==> src/sv/warr_pkg.sv <==
package warr_pkg;

	localparam int WINDOW_DEPTH = 16;

	localparam int MV_W    = 12;
	localparam int CFG_CNT_W = 5;
	localparam int SLOT_W  = $clog2(WINDOW_DEPTH);
	localparam int CNT_W   = $clog2(WINDOW_DEPTH + 1);
	localparam int SUM_W   = $clog2(WINDOW_DEPTH * 4095 + 1);
	localparam int STEP_W  = $clog2(SUM_W);
	localparam int CMP_W   = (CNT_W > CFG_CNT_W) ? CNT_W : CFG_CNT_W;

	localparam int PADDR_W = 4;
	localparam int PDATA_W = 32;

	typedef enum logic [1:0] {
		REG_LOWER_LIMIT  = 2'd0,
		REG_UPPER_LIMIT  = 2'd1,
		REG_ALLOWED_INV  = 2'd2
	} reg_idx_t;

	localparam logic [MV_W-1:0]      LOWER_LIMIT_RST = '0;
	localparam logic [MV_W-1:0]      UPPER_LIMIT_RST = MV_W'(4095);
	localparam logic [CFG_CNT_W-1:0] ALLOWED_INV_RST = '0;

	typedef enum logic [1:0] {
		ST_IDLE,
		ST_UPDATE,
		ST_DIV,
		ST_DONE
	} state_t;

	typedef struct packed {
		logic            bad;
		logic [MV_W-1:0] mv;
	} win_entry_t;

	typedef struct packed {
		logic [MV_W-1:0] sample_mv;
	} sample_t;

	typedef struct packed {
		logic [MV_W-1:0]      average_mv;
		logic [CFG_CNT_W-1:0] used_count;
		logic [CFG_CNT_W-1:0] invalid_count;
		logic                 too_many_invalid;
		logic                 no_valid_samples;
	} result_t;

endpackage

==> src/sv/warr_sample_if.sv <==
interface warr_sample_if;
	import warr_pkg::*;

	logic    valid;
	logic    ready;
	sample_t data;

	modport source(output valid, output data, input ready);
	modport sink(input valid, input data, output ready);
endinterface

==> src/sv/warr_result_if.sv <==
interface warr_result_if;
	import warr_pkg::*;

	logic    valid;
	logic    ready;
	result_t data;

	modport source(output valid, output data, input ready);
	modport sink(input valid, input data, output ready);
endinterface

==> src/sv/windowed_average_range_reject.sv <==
// Windowed average with range rejection.
// samples (valid/ready) takes one 12-bit millivolt sample per request. It is
// written into a 16-slot circular window with an out-of-range flag taken
// from the lower and upper limit registers at the moment of acceptance.
// results (valid/ready) returns one result per sample: mean of the valid
// nonzero window entries, the counts of used and invalid entries, and the
// two error flags.
// Running totals are updated by one read-modify-write of the window memory
// (registered read); the mean comes from a restoring divider that retires
// one quotient bit per cycle over the 16-bit sum.
// Sequence: accept, an update state, the divider steps, then a load state;
// a new sample is taken only once the result is loaded (the divider is
// skipped when no entry qualifies).
// The result register frees the core: a stalled receiver holds the result,
// and the core finishes the next sample and waits in its load cycle.
// Reset clears the limits to 0 and 4095, allowed_invalid to 0, the totals
// and the per-slot written flags; an unwritten slot reads as zero. Write
// the APB registers only while no sample is in flight.
module windowed_average_range_reject (
	input  logic                          clk,
	input  logic                          arst_n,
	warr_sample_if.sink                   samples,
	warr_result_if.source                 results,
	input  logic                          psel,
	input  logic                          penable,
	input  logic                          pwrite,
	input  logic [warr_pkg::PADDR_W-1:0]  paddr,
	input  logic [warr_pkg::PDATA_W-1:0]  pwdata,
	output logic [warr_pkg::PDATA_W-1:0]  prdata,
	output logic                          pready
);
	import warr_pkg::*;

	// configuration
	logic [MV_W-1:0]      lower_q;
	logic [MV_W-1:0]      upper_q;
	logic [CFG_CNT_W-1:0] allowed_q;
	reg_idx_t             reg_idx;
	logic                 cfg_wr;

	// window memory and written flags
	win_entry_t                mem [WINDOW_DEPTH];
	win_entry_t                rd_q;
	logic [WINDOW_DEPTH-1:0]   written_q;
	logic [SLOT_W-1:0]         slot_q;

	// running totals
	logic [SUM_W-1:0] sum_q;
	logic [CNT_W-1:0] used_q;
	logic [CNT_W-1:0] bad_q;

	win_entry_t       new_q;
	win_entry_t       old_entry;
	logic             old_used;
	logic             new_used;
	logic [SUM_W-1:0] sum_nxt;
	logic [CNT_W-1:0] used_nxt;
	logic [CNT_W-1:0] bad_nxt;

	// divider
	logic [SUM_W-1:0]  quo_q;
	logic [CNT_W-1:0]  rem_q;
	logic [CNT_W-1:0]  div_q;
	logic [STEP_W-1:0] step_q;
	logic [CNT_W:0]    rem_sh;
	logic [CNT_W:0]    rem_diff;
	logic              rem_ge;

	// control
	state_t  state_q;
	state_t  state_nxt;
	logic    accept;
	logic    res_load;
	result_t res_q;
	logic    res_valid_q;

	// ---------------------------------------------------------------- APB
	assign pready  = 1'b1;
	assign reg_idx = reg_idx_t'(paddr[PADDR_W-1:2]);
	assign cfg_wr  = psel && penable && pwrite && pready;

	always_comb begin
		case (reg_idx)
			REG_LOWER_LIMIT: prdata = PDATA_W'(lower_q);
			REG_UPPER_LIMIT: prdata = PDATA_W'(upper_q);
			REG_ALLOWED_INV: prdata = PDATA_W'(allowed_q);
			default:         prdata = '0;
		endcase
	end

	always_ff @(posedge clk or negedge arst_n) begin
		if (!arst_n) begin
			lower_q   <= LOWER_LIMIT_RST;
			upper_q   <= UPPER_LIMIT_RST;
			allowed_q <= ALLOWED_INV_RST;
		end else if (cfg_wr) begin
			case (reg_idx)
				REG_LOWER_LIMIT: lower_q   <= pwdata[MV_W-1:0];
				REG_UPPER_LIMIT: upper_q   <= pwdata[MV_W-1:0];
				REG_ALLOWED_INV: allowed_q <= pwdata[CFG_CNT_W-1:0];
				default: ;
			endcase
		end
	end

	// ---------------------------------------------------------- sequencer
	always_comb begin
		state_nxt = state_q;
		case (state_q)
			ST_IDLE:   if (samples.valid) state_nxt = ST_UPDATE;
			ST_UPDATE: state_nxt = (used_nxt != '0) ? ST_DIV : ST_DONE;
			ST_DIV:    if (step_q == '0) state_nxt = ST_DONE;
			ST_DONE:   if (!res_valid_q || results.ready) state_nxt = ST_IDLE;
			default:   state_nxt = ST_IDLE;
		endcase
	end

	always_comb begin
		samples.ready = 1'b0;
		res_load      = 1'b0;
		case (state_q)
			ST_IDLE: samples.ready = 1'b1;
			ST_DONE: res_load = !res_valid_q || results.ready;
			default: ;
		endcase
	end

	assign accept = samples.valid && samples.ready;

	always_ff @(posedge clk or negedge arst_n) begin
		if (!arst_n) begin
			state_q <= ST_IDLE;
		end else begin
			state_q <= state_nxt;
		end
	end

	// ------------------------------------------------- window read/write
	always_ff @(posedge clk) begin
		if (accept) begin
			rd_q <= mem[slot_q];
		end
		if (state_q == ST_UPDATE) begin
			mem[slot_q] <= new_q;
		end
	end

	always_ff @(posedge clk) begin
		if (accept) begin
			new_q.mv  <= samples.data.sample_mv;
			new_q.bad <= (samples.data.sample_mv < lower_q) ||
				(samples.data.sample_mv > upper_q);
		end
	end

	// an unwritten slot reads as a zero sample that is not flagged
	assign old_entry = written_q[slot_q] ? rd_q : '0;
	assign old_used  = !old_entry.bad && (old_entry.mv != '0);
	assign new_used  = !new_q.bad && (new_q.mv != '0);

	always_comb begin
		sum_nxt  = sum_q - (old_used ? SUM_W'(old_entry.mv) : '0)
			+ (new_used ? SUM_W'(new_q.mv) : '0);
		used_nxt = used_q - CNT_W'(old_used) + CNT_W'(new_used);
		bad_nxt  = bad_q - CNT_W'(old_entry.bad) + CNT_W'(new_q.bad);
	end

	always_ff @(posedge clk or negedge arst_n) begin
		if (!arst_n) begin
			written_q <= '0;
			slot_q    <= '0;
			sum_q     <= '0;
			used_q    <= '0;
			bad_q     <= '0;
		end else if (state_q == ST_UPDATE) begin
			written_q[slot_q] <= 1'b1;
			slot_q <= (slot_q == SLOT_W'(WINDOW_DEPTH - 1)) ? '0 : slot_q + 1'b1;
			sum_q  <= sum_nxt;
			used_q <= used_nxt;
			bad_q  <= bad_nxt;
		end
	end

	// ------------------------------------------------------------ divider
	assign rem_sh   = {rem_q, quo_q[SUM_W-1]};
	assign rem_ge   = rem_sh >= {1'b0, div_q};
	assign rem_diff = rem_sh - {1'b0, div_q};

	always_ff @(posedge clk) begin
		if (state_q == ST_UPDATE) begin
			// with nothing to average the quotient stays zero
			quo_q  <= (used_nxt != '0) ? sum_nxt : '0;
			rem_q  <= '0;
			div_q  <= used_nxt;
			step_q <= STEP_W'(SUM_W - 1);
		end else if (state_q == ST_DIV) begin
			quo_q  <= {quo_q[SUM_W-2:0], rem_ge};
			rem_q  <= rem_ge ? rem_diff[CNT_W-1:0] : rem_sh[CNT_W-1:0];
			step_q <= step_q - 1'b1;
		end
	end

	// ------------------------------------------------------ result register
	always_ff @(posedge clk or negedge arst_n) begin
		if (!arst_n) begin
			res_valid_q <= 1'b0;
		end else if (res_load) begin
			res_valid_q <= 1'b1;
		end else if (results.ready) begin
			res_valid_q <= 1'b0;
		end
	end

	always_ff @(posedge clk) begin
		if (res_load) begin
			res_q.average_mv       <= quo_q[MV_W-1:0];
			res_q.used_count       <= CFG_CNT_W'(used_q);
			res_q.invalid_count    <= CFG_CNT_W'(bad_q);
			res_q.too_many_invalid <= CMP_W'(bad_q) > CMP_W'(allowed_q);
			res_q.no_valid_samples <= (used_q == '0);
		end
	end

	assign results.valid = res_valid_q;
	assign results.data  = res_q;

	// --------------------------------------------------------- assertions
	a_totals_bounded: assert property (@(posedge clk) disable iff (!arst_n)
		(CNT_W + 1)'(used_q) + (CNT_W + 1)'(bad_q) <= (CNT_W + 1)'(WINDOW_DEPTH))
		else $error("window totals exceed window depth");

	a_empty_sum: assert property (@(posedge clk) disable iff (!arst_n)
		(used_q == '0) |-> (sum_q == '0))
		else $error("nonzero sum with no entry in use");

	a_slot_advances: assert property (@(posedge clk) disable iff (!arst_n)
		(state_q == ST_UPDATE) |=> (slot_q != $past(slot_q)))
		else $error("write slot did not advance after update");

	a_result_from_done: assert property (@(posedge clk) disable iff (!arst_n)
		$rose(res_valid_q) |-> $past(state_q == ST_DONE))
		else $error("result raised outside the load cycle");

endmodule
==> src/flat_wrapper.sv <==
// flat-port wrapper written by rule: the top's interface ports become plain ports
module windowed_average_range_reject_flat import warr_pkg::*;
  (clk, arst_n, psel, penable, pwrite, paddr, pwdata, prdata, pready, samples_valid, samples_data, samples_ready, results_valid, results_data, results_ready);
  warr_sample_if samples_i ();
  warr_result_if results_i ();
  input  logic clk;
  input  logic arst_n;
  input  logic psel;
  input  logic penable;
  input  logic pwrite;
  input  logic [warr_pkg::PADDR_W-1:0] paddr;
  input  logic [warr_pkg::PDATA_W-1:0] pwdata;
  output logic [warr_pkg::PDATA_W-1:0] prdata;
  output logic pready;
  input wire logic [$bits(samples_i.valid)-1:0] samples_valid;
  input wire logic [$bits(samples_i.data)-1:0] samples_data;
  output wire logic [$bits(samples_i.ready)-1:0] samples_ready;
  output wire logic [$bits(results_i.valid)-1:0] results_valid;
  output wire logic [$bits(results_i.data)-1:0] results_data;
  input wire logic [$bits(results_i.ready)-1:0] results_ready;
  assign samples_i.valid = samples_valid;
  assign samples_i.data = samples_data;
  assign samples_ready = samples_i.ready;
  assign results_valid = results_i.valid;
  assign results_data = results_i.data;
  assign results_i.ready = results_ready;
  windowed_average_range_reject u_core (.clk(clk), .arst_n(arst_n), .samples(samples_i), .results(results_i), .psel(psel), .penable(penable), .pwrite(pwrite), .paddr(paddr), .pwdata(pwdata), .prdata(prdata), .pready(pready));
endmodule
==> config.mk <==
export PLATFORM = sky130hd
export DESIGN_NAME = windowed_average_range_reject_flat
export DESIGN_NICKNAME = d
export VERILOG_FILES = /design/src/sv/warr_pkg.sv /design/src/sv/warr_sample_if.sv /design/src/sv/warr_result_if.sv /design/src/sv/windowed_average_range_reject.sv /design/src/flat_wrapper.sv
export SDC_FILE = /design/constraint.sdc
export NUM_CORES = 1
export LEC_CHECK = 0
export BUFFER_PORTS_ARGS = -buffer_cell sky130_fd_sc_hd__buf_4
export CAP_MARGIN = 40
export CORE_ASPECT_RATIO = 0.75
export CORE_MARGIN = 8
export CORE_UTILIZATION = 60
export CTS_CLUSTER_DIAMETER = 80
export DETAILED_ROUTE_END_ITERATION = 16
export MAX_ROUTING_LAYER = met4
export PLACE_DENSITY_LB_ADDON = 0.12
export SLEW_MARGIN = 25
export SYNTH_ARGS = -nofsm -noshare
export SYNTH_HDL_FRONTEND = slang
export SYNTH_SLANG_ARGS = --single-unit
export TNS_END_PERCENT = 5
==> constraint.sdc <==
create_clock -name clk -period 5.6 [get_ports clk]
set_input_delay 1.4 -clock clk [delete_from_list [all_inputs] [get_ports clk]]
set_output_delay 1.4 -clock clk [all_outputs]
set_load 0.05 [all_outputs]
==> results of run 1 <==
-- per-stage QoR --
step | setup WS [ns] | hold WS (ns) | cell area (sq um) | cells | util (%)
2_1_floorplan | 1.25 | 0.418 | 16700 | 1132 | -
3_3_place_gp | 1.02 | 0.428 | 17500 | 1509 | 64.7
3_5_place_dp | 0.996 | 0.425 | 17700 | 1520 | 65.3
4_1_cts | 0.961 | 0.439 | 18700 | 1585 | 69.3
5_1_grt | 0.698 | 0.455 | 18800 | 1587 | 69.4
6_report | 0.913 | 0.441 | 18800 | 1587 | 69.4
-- metal layers --
metal	global-route usage, %	vias to the layer above
li1	-	4268
met5	-	-
met2	33.2	311
met1	32.0	4766
met3	3.99	57
met4	5.63	0
-- worst min path at each step --
| stage | endpoint |
|---|---|
| final | u_core.results.data[19] |
| after global routing | u_core.results.data[19] |
| after CTS | u_core.results.data[19] |
| after detailed placement | u_core.results.data[19] |
| after global placement | u_core.results.data[19] |
| after floorplan | u_core.results.data[19] |
-- cells in the mapped netlist (8+ instances only) --
cell	instances	area share, %
a21o_1	15	0.68
a21oi_1	31	0.94
and2_1	15	0.57
buf_1	10	0.23
buf_2	8	0.24
buf_4	21	0.95
clkbuf_1	19	0.43
dfrtp_1	66	10
dfstp_2	12	1.9
dfxtp_1	9	1.1
edfxtp_1	279	51
fa_1	15	1.8
ha_1	69	5.2
inv_1	98	2.2
mux2i_1	20	1.2
mux4_2	70	9.5
nand2_1	67	1.5
nand2b_1	24	0.91
nor2_1	41	0.93
nor2b_1	11	0.41
nor3_1	8	0.24
o21a_1	8	0.36
o21ai_0	11	0.33
o21ai_1	53	1.6
o2bb2ai_1	11	0.58
or2_1	16	0.60
xnor2_1	19	1.0
-- placed cells by master (no fill, tap or decap), drive strengths merged, types with 7 or more instances in the layout --
cell and instances:
buf 98, dfrtp 66, a21o 15, clkbuf 47, nor3 8, ha 69
xnor2 19, dfxtp 9, o21ai 64, a21oi 31, nor2b 11, nor4 7
conb 21, clkinv 16, or2 16, mux2 9, edfxtp 279, and2 15
inv 102, mux2i 20, xor2 7, o21a 8, nand2 67, o2bb2ai 11
nand2b 24, fa 15, dfstp 12, nor2 41, mux4 70
-- kinds of logic after synthesis --
family | share of synthesized area (%)
DFF | 63.5
and+or+nand+nor | 6.31
AOI/OAI and AO/OA | 6.28
buffers and inverters | 4.20
muxes | 11.3
adders and majority gates | 7.02
xor gates and xnor gates | 1.37
other | 0.0453
-- registers in the layout, summed over array words and instances, names as in the netlist --
signal,count
u_core.bad_q,5
u_core.rem_q,5
u_core.new_q,13
u_core.results.valid,1
u_core.upper_q,12
u_core.allowed_q,5
u_core.results.data,24
u_core.div_q,5
u_core.lower_q,12
u_core.slot_q,4
u_core.written_q,16
u_core.quo_q,16
u_core.rd_q,13
u_core.state_q,2
u_core.used_q,5
u_core.step_q,4
u_core.mem,208
u_core.sum_q,16
-- critical path, cell delays in order, from the launching register on --
cell,delay (ns)
dfrtp_2,0.72
mux4_2,0.40
mux4_2,0.49
inv_2,0.07
a311oi_2,0.04
buf_4,0.21
and2_1,0.18
fa_1,0.50
inv_1,0.04
ha_1,0.34
nor2b_1,0.17
o2111ai_1,0.30
a21oi_1,0.20
o41ai_1,0.41
xor2_1,0.26
o2bb2ai_1,0.08
-- layout make-up --
class	count	area [sq um]	share of cell area, %
Clock buffer	47	962	5.12
Inverter	101	379	2.02
Multi-Input combinational cell	606	5520	29.4
Tap cell	351	439	2.34
Sequential cell	366	10500	56.1
Timing Repair Buffer	98	823	4.38
Clock inverter	18	125	0.666
-- power groups by stage --
| stage | Sequential (mW) | Clock (mW) | Combinational (mW) |
|---|---|---|---|
| 6_report | 4.16 | 2.25 | 5.11 |
| 5_1_grt | 4.22 | 2.38 | 5.63 |
| 4_1_cts | 4.16 | 2.29 | 5.12 |
| 3_5_place_dp | 4.21 | 0 | 5.07 |
| 3_3_place_gp | 4.19 | 0 | 4.90 |
| 2_1_floorplan | 4.25 | 0 | 3.67 |
==> metrics.txt, run 1 <==
status finished, final reports clean; Critical R2R Launch u_core.slot_q[1]; Seq pwr share 36.1%; ANT nets after route 0; GRT Residual Overflow 0; DIE HEIGHT 160 um; first-pass GRT wire length 56100 um; metal2 WL 16100 um; M1 WL 16400 um; dominant synthesized flop cell edfxtp_1; Power, Total 11.5 mW; Max Cap Viol 0; root buf cell clkbuf_16; RSZ-0062 raised after global routing no; Worst Min Path Start u_core.quo_q[7]; Initial DRT Pass Iterations 4; Residual DRC 0; clk sinks 366; Rel. slew slack 47.9%; PortBufs 70; via total after detailed routing 9402; Final Cycle Share 83.7%; Max Slew Vio Count 0; starting density of the core 61.3%; row cnt 52; number of global-route vias before repair 9582; post-cts sizing count 0; Final #Nets 1348; Hold WC Path Type flip-flop to flip-flop; pwr dens 613 nW/um^2; FF-to-FF End u_core.quo_q[12]; clock network fraction of design power 19.6%; Ant. Diodes 0; clock latency on the worst-skew pair 0.53 ns; flops & latches, synth 366; reg2reg path depth 15; f_max 213 MHz; core area 27100 sq um; Switching Share 38.0%; post-synthesis async set-or-reset flop share 21.3%; Die Width 208 um; Critical Path AT 4.95 ns; Worst Skew 0.0231 ns; area of the mapped netlist 16600 sq um; routed wl met3 2380 um; crit path to u_core.quo_q[12]; Int Power 7.14 mW; fin crit period 4.69 ns; DRT Wirelength 35700 um; die area 33300 sq um; Tot GR Track Use 22.4%; pin count of the biggest net entering global routing 65; sequential share of the synthesized area 63.5%; Vias/cell 5.92; Ys Warns 0; Setup Crit Path Kind flip-flop to flip-flop; Starting DRT DRC Count 866; initial antenna violation count 0; final setup violation count 0; CTS tree built; flop2flop setup slack 0.91 ns; I/O pin total 114; cts hold-fix bufs 0; post-detail-place hpwl 23900 um; crit path launch type flip-flop; Worst Setup SP u_core.slot_q[1]; Hold Vio Cnt, Final 0; share of layout cells above drive strength 1 20.4%; max layer used met4; setup tns final 0 ns; switching power 4.37 mW; wire per inst 22.5 um; Pleak 7.17 nW; Peak VDD IR 345 uV; clock tree buffer depth 3; average size of a mapped cell 14.9 sq um; Hold Path Stages 0; Fillers 1838; CTS H-tree depth 2; Area Overhead vs Synth 13.2%; Clock Pin Slew Worst Setup and Hold Paths 0.07 ns; Netlist cell types 62; Routability Congestion 0.848; Post-CTS Setup Bufs 0; Post-synth EDFFs 279; Gate Count Post-Synth 1113; Worst-Margin Slew 0.781 ns; critical path capture point type flip-flop; worst-path fanout max 21; Num CTS Buffers 36; part of the power in combinational logic 44.4%; critical path required time 5.86 ns
No activity file was read; power rests on OpenSTA's default activity.
==> run 2: changes to the inputs <==
==> constraint.sdc (replaced) <==
create_clock -name clk -period 4.5 [get_ports clk]
set_input_delay 1.125 -clock clk [delete_from_list [all_inputs] [get_ports clk]]
set_output_delay 1.125 -clock clk [all_outputs]
set_load 0.05 [all_outputs]
==> metrics.txt, run 2 (same netlist as run 1, synthesis figures left out) <==
Design Area, Final 18800 sq um (about the same); Post-Place Cells 1532 (was 1520); clk sinks 366 (unchanged); Crit-path slowest cell mux4_2 (was dfrtp_2); crit path launch type flip-flop (unchanged); commonest non-fill, non-tap cell in the layout edfxtp_1 (unchanged); I/O pin total 114 (unchanged); Final #Nets 1362 (was 1348); fin cells 1602 (was 1587); starting density of the core 61.3% (unchanged); Area Overhead vs Synth 13.6% (was 13.2%); max FFs per register 208 (unchanged); Critical Path Max Stage Delay 0.55 ns (was 0.72 ns); most frequent cells in the layout 279 x edfxtp_1, 111 x buf_4, 98 x inv_1, 70 x mux4_2 (was 279 x edfxtp_1, 98 x inv_1, 85 x buf_4, 70 x mux4_2, 68 x ha_1); Residual DRC 0 (unchanged); Pleak 7.24 nW (was 7.17 nW); Hold WC Path Type flip-flop to flip-flop (unchanged); Final WS setup 0.151 ns (was 0.913 ns); clock latency on the worst-skew pair 0.52 ns (was 0.53 ns); PortBufs 70 (unchanged); RSZ-0062 raised after global routing yes (was no); via total after detailed routing 9412 (was 9402); Die Width 208 um (unchanged); ANT nets after route 0 (unchanged); Ant. Diodes 0 (unchanged); Num CTS Buffers 36 (unchanged); register name with the most flops u_core.mem (unchanged); cts hold-fix bufs 0 (unchanged); Rel. slew slack 49.9% (was 47.9%); fin crit period 4.35 ns (was 4.69 ns); Setup Crit Path Kind flip-flop to flip-flop (unchanged); clock tree buffer depth 3 (unchanged); pin count of the biggest net entering global routing 58 (was 65); Peak VDD IR 520 uV (was 345 uV); DRT Wirelength 36200 um (was 35700 um); Routability Congestion 0.859 (was 0.848); Power, Total 14.6 mW (was 11.5 mW); DIE HEIGHT 160 um (unchanged); root buf cell clkbuf_16 (unchanged); Clock Pin Slew Worst Setup and Hold Paths 0.06 ns (was 0.07 ns); Max Cap Viol 0 (unchanged); Initial DRT Pass Iterations 5 (was 4); critical path capture point type flip-flop (unchanged); CTS tree built (unchanged); Tot GR Track Use 22.5% (was 22.4%); die area 33300 sq um (unchanged); first-pass GRT wire length 56900 um (was 56100 um); worst-path fanout max 7 (was 21); Post-DP Area 17600 sq um (was 17700 sq um); GRT Residual Overflow 0 (unchanged); wire per inst 22.6 um (was 22.5 um); Vias/cell 5.88 (was 5.92); Final Cycle Share 96.7% (was 83.7%); share of layout cells above drive strength 1 21.7% (was 20.4%); f_max 230 MHz (was 213 MHz); initial antenna violation count 0 (unchanged); number of global-route vias before repair 9729 (was 9582); row cnt 52 (unchanged); core area 27100 sq um (unchanged); Hold Vio Cnt, Final 0 (unchanged); final setup violation count 0 (unchanged); pre-CTS setup slack 0.0741 ns (was 0.996 ns); Max Slew Vio Count 0 (unchanged); pwr dens 776 nW/um^2 (was 613 nW/um^2); worst hold slack 0.455 ns (was 0.441 ns); Fillers 1796 (was 1838); most frequent CP cell mux4_2 (unchanged); critical path required time 4.77 ns (was 5.86 ns); worst-path cell chain mux4_2 > mux4_2 > inv_2 > a311oi_2 > and2_4 > fa_1 > inv_1 > ha_1 > nor2b_2 > o2111ai_2 > a21boi_1 > o21a_1 > or3_1 > a41o_1 (was mux4_2 > mux4_2 > inv_2 > a311oi_2 > buf_4 > and2_1 > fa_1 > inv_1 > ha_1 > nor2b_1 > o2111ai_1 > a21oi_1 > o41ai_1 > xor2_1 > o2bb2ai_1); CTS H-tree depth 2 (unchanged); Starting DRT DRC Count 718 (was 866); Critical Path AT 4.62 ns (was 4.95 ns); Worst-Margin Slew 0.751 ns (was 0.781 ns); Worst Skew 0.0167 ns (was 0.0231 ns); post-detail-place hpwl 23700 um (was 23900 um); status finished, final reports clean (unchanged)
-- run 2: changes by cell type in the layout (fill, tap and decap cells not counted), sizes merged --
| cell | previous run | this run |
|---|---|---|
| clkinv | 16 | 12 |
| buf | 98 | 112 |
| inv | 102 | 103 |
| clkbuf | 47 | 51 |
-- run 2: timing repair --
item / 4_1_cts / 5_1_grt
buffers inserted: 0 / 4
endpoints found under the setup margin: 0 / 14
resized for setup: 0 / 12
-- run 2: worst paths after layout --
check | from | endpoint | slack (ns) | cells after the start
setup / recovery | u_core.slot_q[0] | u_core.quo_q[8] | 0.15 | 14
hold / removal | u_core.bad_q[0] | u_core.results.data[2] | 0.45 | 0
setup reg to reg | u_core.slot_q[0] | u_core.quo_q[8] | 0.15 | 14
hold reg to reg | u_core.bad_q[0] | u_core.results.data[2] | 0.45 | 0
max in group asynchronous | arst_n | u_core.used_q[1] | 2.97 | 2
min in group asynchronous | arst_n | u_core.allowed_q[3] | 0.68 | 1
-- run 2: critical path, delay by kind of cell, from the launching register on --
family / cells / cell delay, ns
buffers and inverters: 2 / 0.11
multiplexers: 2 / 1.04
AO/OA/AOI/OAI: 5 / 0.91
flip-flops: 1 / 0.49
adder cells (fa/ha/maj): 2 / 0.84
AND/OR/NAND/NOR: 3 / 0.74
-- run 2: final cells by class --
| class | instances | area, sq um | area share, % |
|---|---|---|---|
| tap | 351 | 439 | 2.33 |
| sequential | 366 | 10500 | 55.9 |
| clock buffer | 51 | 1010 | 5.35 |
| clock inverter | 15 | 98.8 | 0.524 |
| timing repair buffer | 112 | 848 | 4.50 |
| inverter | 101 | 379 | 2.01 |
| multi-input combinational | 606 | 5540 | 29.4 |
-- run 2: metal layers --
metal	part of all wire (%)	GRT usage (%)	vias to the layer above
met3	7.7	4.95	41
met1	45	32.0	4747
met2	46	33.7	327
met4	1.3	4.12	0
li1	-	-	4297
met5	0	-	-
-- run 2: metrics by stage --
stage	setup TNS, ns	util, %
3_5_place_dp	0	65.2
5_1_grt	-0.245	69.6
2_1_floorplan	0	-
4_1_cts	0	69.3
6_report	0	69.6
3_3_place_gp	0	65.1
-- run 2: power by group --
group	switching [mW]	leakage (nW)	total, mW	internal [mW]
Sequential	0.406	3.53	5.09	4.68
Clock	1.22	0.544	2.84	1.62
Combinational	3.92	3.16	6.69	2.77
Total	5.55	7.24	14.6	9.08
==> run 3: changes to the inputs <==
--- a/config.mk
+++ b/config.mk
@@ -9,11 +9,11 @@
 export CAP_MARGIN = 40
 export CORE_ASPECT_RATIO = 0.75
 export CORE_MARGIN = 8
-export CORE_UTILIZATION = 60
+export CORE_UTILIZATION = 58
 export CTS_CLUSTER_DIAMETER = 80
 export DETAILED_ROUTE_END_ITERATION = 16
 export MAX_ROUTING_LAYER = met4
-export PLACE_DENSITY_LB_ADDON = 0.12
+export PLACE_DENSITY = 0.76
 export SLEW_MARGIN = 25
 export SYNTH_ARGS = -nofsm -noshare
 export SYNTH_HDL_FRONTEND = slang
==> metrics.txt, run 3 (same netlist as run 1, synthesis figures left out) <==
clk sinks 366 (unchanged); Hold WC Path Type input pin to asynchronous set/reset pin (was flip-flop to flip-flop); final setup violation count 0 (unchanged); CTS H-tree depth 2 (unchanged); critical path capture point type flip-flop (unchanged); Area Overhead vs Synth 14.6% (was 13.6%); fin crit period 4.34 ns (was 4.35 ns); die area 34300 sq um (was 33300 sq um); core area 28100 sq um (was 27100 sq um); final core utilization 67.8% (was 69.6%); Vias/cell 5.81 (was 5.88); Final Cycle Share 96.5% (was 96.7%); Die Width 211 um (was 208 um); first-pass GRT wire length 56200 um (was 56900 um); starting density of the core 59.1% (was 61.3%); Post-Place Cells 1564 (was 1532); commonest non-fill, non-tap cell in the layout edfxtp_1 (unchanged); clock network fraction of design power 20.6% (was 19.4%); via total after detailed routing 9480 (was 9412); f_max 230 MHz (about the same); Int Power 9.16 mW (was 9.08 mW); most frequent cells in the layout 279 x edfxtp_1, 100 x buf_4, 98 x inv_1, 70 x mux4_2, 68 x ha_1 (was 279 x edfxtp_1, 111 x buf_4, 98 x inv_1, 70 x mux4_2); Worst Skew 0.0290 ns (was 0.0167 ns); I/O pin total 114 (unchanged); clock tree buffer depth 3 (unchanged); Tot GR Track Use 21.9% (was 22.5%); Rel. slew slack 43.5% (was 49.9%); Num CTS Buffers 35 (was 36); worst-path fanout max 7 (unchanged); Critical Path AT 4.63 ns (was 4.62 ns); initial antenna violation count 0 (unchanged); flop2flop setup slack 0.16 ns (was 0.15 ns); fin cells 1633 (was 1602); status finished, final reports clean (unchanged); switching power 5.49 mW (was 5.55 mW); Peak VDD IR 517 uV (was 520 uV); RSZ-0062 raised after global routing yes (unchanged); Fillers 1867 (was 1796); ANT nets after route 0 (unchanged); Post-DP Area 17700 sq um (was 17600 sq um); Switching Share 37.5% (was 37.9%); Routability Congestion 0.870 (was 0.859); Power, Total 14.6 mW (about the same); row cnt 53 (was 52); Residual DRC 0 (unchanged); Setup Crit Path Kind flip-flop to flip-flop (unchanged); Pleak 7.27 nW (was 7.24 nW); part of the power in combinational logic 44.4% (was 45.8%); Final #Nets 1360 (was 1362); Hold Vio Cnt, Final 0 (unchanged); Design Area, Final 19000 sq um (was 18800 sq um); Clock Pin Slew Worst Setup and Hold Paths 0.07 ns (was 0.06 ns); Initial DRT Pass Iterations 5 (unchanged); DRT Wirelength 36100 um (was 36200 um); GRT Residual Overflow 0 (unchanged); pwr dens 770 nW/um^2 (was 776 nW/um^2); Max Slew Vio Count 0 (unchanged); clock latency on the worst-skew pair 0.53 ns (was 0.52 ns); critical path required time 4.78 ns (was 4.77 ns); Starting DRT DRC Count 853 (was 718); Ant. Diodes 0 (unchanged); PortBufs 70 (unchanged); CTS tree built (unchanged); Worst-Margin Slew 0.842 ns (was 0.751 ns); number of global-route vias before repair 9821 (was 9729); share of layout cells above drive strength 1 22.8% (was 21.7%); Max Cap Viol 0 (unchanged); post-detail-place hpwl 24500 um (was 23700 um); Seq pwr share 35.0% (was 34.8%); crit path launch type flip-flop (unchanged); wire per inst 22.1 um (was 22.6 um); root buf cell clkbuf_16 (unchanged); max FFs per register 208 (unchanged); DIE HEIGHT 162 um (was 160 um); pin count of the biggest net entering global routing 57 (was 58); register name with the most flops u_core.mem (unchanged)
==> run 3: final cells by class <==
class                   count  area [sq um]  share of cell area (%)
clock inverters            25           275                    1.45
flip-flops and latches    366         10500                    55.4
well taps                 385           482                    2.53
multi-input cells         606          5540                    29.1
clock buffers              39           891                    4.68
repair buffers            111           917                    4.82
inverters                 101           379                    1.99
==> run 3: metal layers <==
| layer | up-vias | share of wire [%] | GRT usage [%] |
|---|---|---|---|
| li1 | 4290 | - | - |
| met1 | 4774 | 44 | 30.3 |
| met2 | 368 | 46 | 32.2 |
| met3 | 48 | 8.4 | 5.46 |
| met4 | 0 | 2.0 | 5.87 |
| met5 | - | 0 | - |
==> run 3: stage by stage <==
stage | hold slack (ns) | setup TNS (ns) | setup WS, ns
global route | 0.414 | -0.0188 | -0.00766
CTS | 0.462 | 0 | 0.0621
detailed placement | 0.446 | 0 | 0.0523
finish | 0.426 | 0 | 0.158
floorplan | 0.418 | 0 | 0.355
global placement | 0.443 | 0 | 0.101
==> run 3: repair_timing <==
action | 4_1_cts | 5_1_grt
hold buffers | 0 | 0
buffers inserted | 0 | 3
endpoints found under the hold margin | 0 | 0
resized for setup | 0 | 9
setup endpoints to repair | 0 | 11
==> run 3: power by group through the flow <==
stage | clock, mW | sequential (mW) | combinational (mW)
6_report | 3.01 | 5.13 | 6.50
5_1_grt | 3.17 | 5.21 | 7.20
4_1_cts | 3.05 | 5.13 | 6.35
3_5_place_dp | 0 | 5.19 | 6.32
3_3_place_gp | 0 | 5.16 | 6.10
2_1_floorplan | 0 | 5.28 | 4.57
==> run 3: worst paths after layout <==
| path | start | to | cells past startpoint |
|---|---|---|---|
| max | u_core.slot_q[0] | u_core.quo_q[8] | 14 |
| min | arst_n | u_core.sum_q[7] | 1 |
| max reg2reg | u_core.slot_q[0] | u_core.quo_q[8] | 14 |
| min reg2reg | u_core.quo_q[6] | u_core.results.data[18] | 0 |
| max in group asynchronous | arst_n | u_core.upper_q[0] | 3 |
| min in group clk | u_core.quo_q[6] | u_core.results.data[18] | 0 |
==> run 3: critical path: stages, from the launching register on <==
cell       delay [ns]
dfrtp_4          0.49
mux4_2           0.52
mux4_2           0.51
inv_2            0.07
a311oi_2         0.07
and2_4           0.23
fa_1             0.50
inv_1            0.04
ha_1             0.34
nor2b_2          0.19
o2111ai_2        0.24
a21boi_1         0.12
o21a_1           0.19
or3_1            0.34
a41o_1           0.25
